File: src/rtl/core/salru_pkg.sv
package salru_pkg;

    localparam int ADDR_BITS  = 32;
    localparam int LINE_BYTES = 64;
    localparam int SETS       = 64;
    localparam int WAYS       = 4;

    localparam int OFF_BITS  = $clog2(LINE_BYTES);
    localparam int SET_BITS  = $clog2(SETS);
    localparam int WAY_BITS  = $clog2(WAYS);
    localparam int RANK_BITS = WAY_BITS;
    localparam int LINE_BITS = ADDR_BITS - OFF_BITS;
    localparam int TAG_WIDTH = LINE_BITS - SET_BITS;

    // access kinds
    localparam logic MODE_READ  = 1'b0;
    localparam logic MODE_WRITE = 1'b1;

    typedef struct packed {
        logic [TAG_WIDTH-1:0] tag;
        logic                 dirty;
        logic [RANK_BITS-1:0] rank;
    } t_way;

    typedef t_way [WAYS-1:0] t_row;

    typedef struct packed {
        logic                 hit;
        logic [WAY_BITS-1:0]  way;
        logic [SET_BITS-1:0]  set_index;
        logic                 writeback;
        logic [LINE_BITS-1:0] victim_line_address;
        logic                 fill;
        logic [LINE_BITS-1:0] fill_line_address;
        logic                 write_through;
    } t_result;

endpackage

File: src/rtl/core/salru_lookup.sv
module salru_lookup (
    input  salru_pkg::t_row                 i_row,
    input  logic [salru_pkg::WAYS-1:0]      i_valid,
    input  logic                            i_mode,
    input  logic                            i_copy_back,
    input  logic [salru_pkg::LINE_BITS-1:0] i_line,
    output salru_pkg::t_row                 o_row,
    output logic [salru_pkg::WAYS-1:0]      o_valid,
    output salru_pkg::t_result              o_result
);

    salru_pkg::t_row                   eff;
    salru_pkg::t_row                   upd;
    logic [salru_pkg::TAG_WIDTH-1:0]   tag;
    logic [salru_pkg::SET_BITS-1:0]    set_idx;
    logic                              hit;
    logic                              any_inv;
    logic [salru_pkg::WAY_BITS-1:0]    hit_way;
    logic [salru_pkg::WAY_BITS-1:0]    inv_way;
    logic [salru_pkg::WAY_BITS-1:0]    lru_way;
    logic [salru_pkg::WAY_BITS-1:0]    way;
    logic [salru_pkg::RANK_BITS-1:0]   best;
    logic [salru_pkg::RANK_BITS-1:0]   old_rank;
    logic                              is_write;
    logic [salru_pkg::WAYS-1:0]        upd_valid;

    always_comb begin
        tag      = i_line[salru_pkg::LINE_BITS-1 -: salru_pkg::TAG_WIDTH];
        set_idx  = i_line[salru_pkg::SET_BITS-1:0];
        is_write = (i_mode == salru_pkg::MODE_WRITE);

        // an entry never written reads as its reset value
        eff = i_row;
        for (int j = 0; j < salru_pkg::WAYS; j++) begin
            if (!i_valid[j]) begin
                eff[j] = '0;
            end
        end

        // first matching way, first invalid way
        hit     = 1'b0;
        hit_way = '0;
        any_inv = 1'b0;
        inv_way = '0;
        for (int j = salru_pkg::WAYS - 1; j >= 0; j--) begin
            if (i_valid[j] && (eff[j].tag == tag)) begin
                hit     = 1'b1;
                hit_way = salru_pkg::WAY_BITS'(j);
            end
            if (!i_valid[j]) begin
                any_inv = 1'b1;
                inv_way = salru_pkg::WAY_BITS'(j);
            end
        end

        // oldest way, lowest index on ties
        best    = eff[0].rank;
        lru_way = '0;
        for (int j = 1; j < salru_pkg::WAYS; j++) begin
            if (eff[j].rank < best) begin
                best    = eff[j].rank;
                lru_way = salru_pkg::WAY_BITS'(j);
            end
        end

        if (hit) begin
            way = hit_way;
        end else if (any_inv) begin
            way = inv_way;
        end else begin
            way = lru_way;
        end

        o_result = '0;
        o_result.hit           = hit;
        o_result.way           = way;
        o_result.set_index     = set_idx;
        o_result.fill          = !hit;
        o_result.write_through = is_write && !i_copy_back;
        if (!hit) begin
            o_result.fill_line_address = i_line;
            if (i_copy_back && i_valid[way] && eff[way].dirty) begin
                o_result.writeback           = 1'b1;
                o_result.victim_line_address = {eff[way].tag, set_idx};
            end
        end

        // rank update: ways newer than the touched one age by one
        upd       = eff;
        upd_valid = i_valid;
        old_rank  = eff[way].rank;
        for (int j = 0; j < salru_pkg::WAYS; j++) begin
            if (eff[j].rank > old_rank) begin
                upd[j].rank = eff[j].rank - 1'b1;
            end
        end
        upd[way].rank = salru_pkg::RANK_BITS'(salru_pkg::WAYS - 1);

        if (hit) begin
            if (is_write && i_copy_back) begin
                upd[way].dirty = 1'b1;
            end
        end else begin
            upd[way].tag   = tag;
            upd[way].dirty = is_write && i_copy_back;
            upd_valid[way] = 1'b1;
        end

        o_row   = upd;
        o_valid = upd_valid;
    end

endmodule

File: config.mk
export PLATFORM = sky130hd
export DESIGN_NAME = salru_lookup
export DESIGN_NICKNAME = d
export VERILOG_FILES = /design/src/rtl/core/salru_pkg.sv /design/src/rtl/core/salru_lookup.sv
export SDC_FILE = /design/constraint.sdc
export NUM_CORES = 1
export LEC_CHECK = 0
export BUFFER_PORTS_ARGS = -buffer_cell sky130_fd_sc_hd__buf_2
export CAP_MARGIN = 20
export CORE_AREA = 2 2 109 111
export DETAILED_ROUTE_END_ITERATION = 16
export DIE_AREA = 0 0 111 113
export PLACE_DENSITY = 0.77
export SYNTH_ARGS = -nofsm -noshare
export SYNTH_HDL_FRONTEND = slang
export SYNTH_SLANG_ARGS = --single-unit
File: constraint.sdc
create_clock -name vclk -period 13
set_input_delay 1.3 -clock vclk [all_inputs]
set_output_delay 1.3 -clock vclk [all_outputs]
set_load 0.02 [all_outputs]
==> reports/results.ini <==
[routing]
final_wirelength_mm = 24.36
dr.pass1.iters = 6
post_drt_wl_per_cell_um = 21.90
via_count = 7091
antenna_left = 0
route.detailed.vias_per_inst = 6.377
dr_iter_0_viols = 782
detail_route.drc_violations = 0

[finish]
syn2layout_area_growth_pct = 30.01
seq_cell_count = 0
num_antenna_cells = 0
layout-drive-gt1-share_pct = 35.19
layout.nets = 1104
area.sequential_um2 = 0
nClkBuffers = 0

[logic_synthesis]
complex_gate_fraction_of_the_synthesized_area_pct = 38.48
synth.most_common_cell = sky130_fd_sc_hd__o21ai_0
mappedNetlistArea_um2 = 4448
yosysWarningCount = 0
syn_nets = 883
combinational_family_with_the_most_area_after_synthesis = simple AND/OR/NAND/NOR gates
muxShareOfSynthArea_pct = 0.4501
synth.top_cells.by_area = sky130_fd_sc_hd__o21ai_0 12%, sky130_fd_sc_hd__nand3_1 8.8%, sky130_fd_sc_hd__nand2_1 8.0%
share_of_the_synthesized_area_in_the_top_cell_type_pct = 11.81
syn-mean-instance-area_um2 = 5.931
ys_seq_area_share_pct = 0
synth_xor_area_share_pct = 6.104
synthDistinctLibCells = 87
number_of_instances_in_the_synthesized_netlist = 750
synth_adder_area_share_pct = 2.532
synth_top_cells_by_count = 105 x sky130_fd_sc_hd__o21ai_0, 95 x sky130_fd_sc_hd__nand2_1, 78 x sky130_fd_sc_hd__nand3_1
post_synth_and_or_nand_nor_area_fraction_pct = 40.62
synth_area_leader_cell = sky130_fd_sc_hd__o21ai_0

[sta]
worst_slew_slack_as_a_fraction_of_its_limit_pct = 28.38
finalSetupViolations = 0
max_freq_mhz = 126.7
finalMaxSlewViolations = 0
worst_hold_slack_ns = 2.832
final.period_utilization_pct = 60.74
worst_pin_slew_ns = 1.070
period_needed_ns = 7.896
timing.setup.tns_ns = 0
rsz_0062_raised_after_global_routing = no
finalHoldViolCount = 0

[cts]
post_cts.repair.setup_buffers = 0
cts.hold.buffers_added = 0
cts.repair.resized = 0

[status]
run_status = finished, final reports clean

[critical_path]
timing.critical_path.required_ns = 11.70
arrival_ns = 6.60
startpoint_types = input port
criticalPathCategory = in -> out
worstSetupEndpointType = output port
cp_max_fo = 50

[power_and_ir_drop]
power.static_leakage_nw = 2.772
power.density_nw_per_um2 = 47.03
total_power_mw = 0.2720
vdd_ir_drop_max_mv = 0.02989

[floorplan]
initial_core_util_pct = 39.46
fp-row-count = 39
die_y_um = 113
dieWidth_um = 111
num_io_pins = 284
fp.coreArea_um2 = 11270
die_area_um2 = 12540

[global_route]
antenna_found_initial = 0
overall_fraction_of_global_route_tracks_in_use_pct = 35.51
number_of_global_route_vias_before_repair = 6194
largest_net_degree_at_the_start_of_global_routing = 54
grt_overflow_total = 0
grt_first_pass_wirelength_mm = 35.88

[worst_hold_path]
worstHoldPathType = in -> out

[placement]
number_of_port_buffers = 284
routabilityCongestion = 1.022
dp.final_hpwl_mm = 19.29

[run]
maxCapViolCount = 0

worst paths after layout:
check  startpoint           end  cells past startpoint
min     i_line[4]  o_result[59]                      2
max    i_valid[1]  o_result[36]                     18
metal layers:
metal,share of wire [%],GRT usage (%),up-vias
met4,5.9,16.33,0
li1,-,-,3205
met1,37,44.08,3258
met2,47,61.80,528
met3,10,4.071,100
met5,0,0,-
power breakdown:
part / internal, mW / total, mW / switching (mW)
sequential: 0 / 0 / 0
clock: 0 / 0 / 0
combinational: 0.0910 / 0.272 / 0.181
total: 0.0910 / 0.272 / 0.181
critical path: stages:
cell and delay [ns]:
sky130_fd_sc_hd__buf_2 0.63, sky130_fd_sc_hd__nand2_1 0.27, sky130_fd_sc_hd__inv_1 0.19, sky130_fd_sc_hd__ha_1 0.20, sky130_fd_sc_hd__ha_1 0.16, sky130_fd_sc_hd__inv_1 0.04
sky130_fd_sc_hd__ha_1 0.29, sky130_fd_sc_hd__o21a_1 0.10, sky130_fd_sc_hd__o21ai_0 0.07, sky130_fd_sc_hd__a22oi_1 0.21, sky130_fd_sc_hd__o21ai_1 0.16, sky130_fd_sc_hd__a211o_1 0.30
sky130_fd_sc_hd__o21bai_1 0.70, sky130_fd_sc_hd__and2_1 0.58, sky130_fd_sc_hd__or4_4 0.24, sky130_fd_sc_hd__nand4_4 0.50, sky130_fd_sc_hd__a31oi_1 0.41, sky130_fd_sc_hd__buf_2 0.22
through the flow:
stage	setup slack (ns)	instance area [um2]	utilization, %	cells
final	5.104	5783	51.30	1112
after global routing	4.737	5783	51.30	1112
after CTS	5.283	5728	50.82	1110
after detailed placement	5.286	5728	50.82	1110
after global placement	5.457	5728	50.82	1110
after floorplan	6.557	4448	-	750
cell usage in the layout, fill, tap and decap left out, types with 5 or more instances in the layout:
master | Yosys | layout
sky130_fd_sc_hd__nor4_1 | 8 | 7
sky130_fd_sc_hd__a21boi_0 | 5 | 5
sky130_fd_sc_hd__nand3_1 | 78 | 78
sky130_fd_sc_hd__inv_1 | 37 | 37
sky130_fd_sc_hd__xnor2_1 | 20 | 20
sky130_fd_sc_hd__a32oi_1 | 9 | 9
sky130_fd_sc_hd__nand4_1 | 11 | 11
sky130_fd_sc_hd__buf_2 | 17 | 284
sky130_fd_sc_hd__a221oi_1 | 10 | 10
sky130_fd_sc_hd__a21oi_1 | 14 | 14
sky130_fd_sc_hd__and4_1 | 5 | 5
sky130_fd_sc_hd__nor4bb_1 | 11 | 11
sky130_fd_sc_hd__nand2b_1 | 23 | 23
sky130_fd_sc_hd__nor2_1 | 50 | 50
sky130_fd_sc_hd__ha_1 | 9 | 9
sky130_fd_sc_hd__a31o_2 | 8 | 8
sky130_fd_sc_hd__a22oi_1 | 7 | 7
sky130_fd_sc_hd__a22o_1 | 10 | 10
sky130_fd_sc_hd__o21ai_0 | 105 | 105
sky130_fd_sc_hd__nor2b_1 | 6 | 6
sky130_fd_sc_hd__and2_1 | 5 | 6
sky130_fd_sc_hd__o211ai_1 | 5 | 5
sky130_fd_sc_hd__a2111oi_0 | 5 | 5
sky130_fd_sc_hd__xor2_1 | 11 | 11
sky130_fd_sc_hd__a31oi_1 | 18 | 18
sky130_fd_sc_hd__nand2_1 | 95 | 95
sky130_fd_sc_hd__buf_4 | 12 | 6
sky130_fd_sc_hd__nor2_2 | 16 | 16
area by class of cell:
type                            count  area, um2
Inverter                           41      153.9
Timing Repair Buffer              292       1521
Fill cell                        1233       5489
Multi-Input combinational cell    636       3929
Tap cell                          143      178.9
cells by family after synthesis:
logic type / after synthesis
and+or+nand+nor: 341
AOI/OAI and AO/OA: 253
buffers and inverters: 114
xor gates and xnor gates: 31
adders and majority gates: 9
muxes: 2
(Power assumes the default switching activity.)
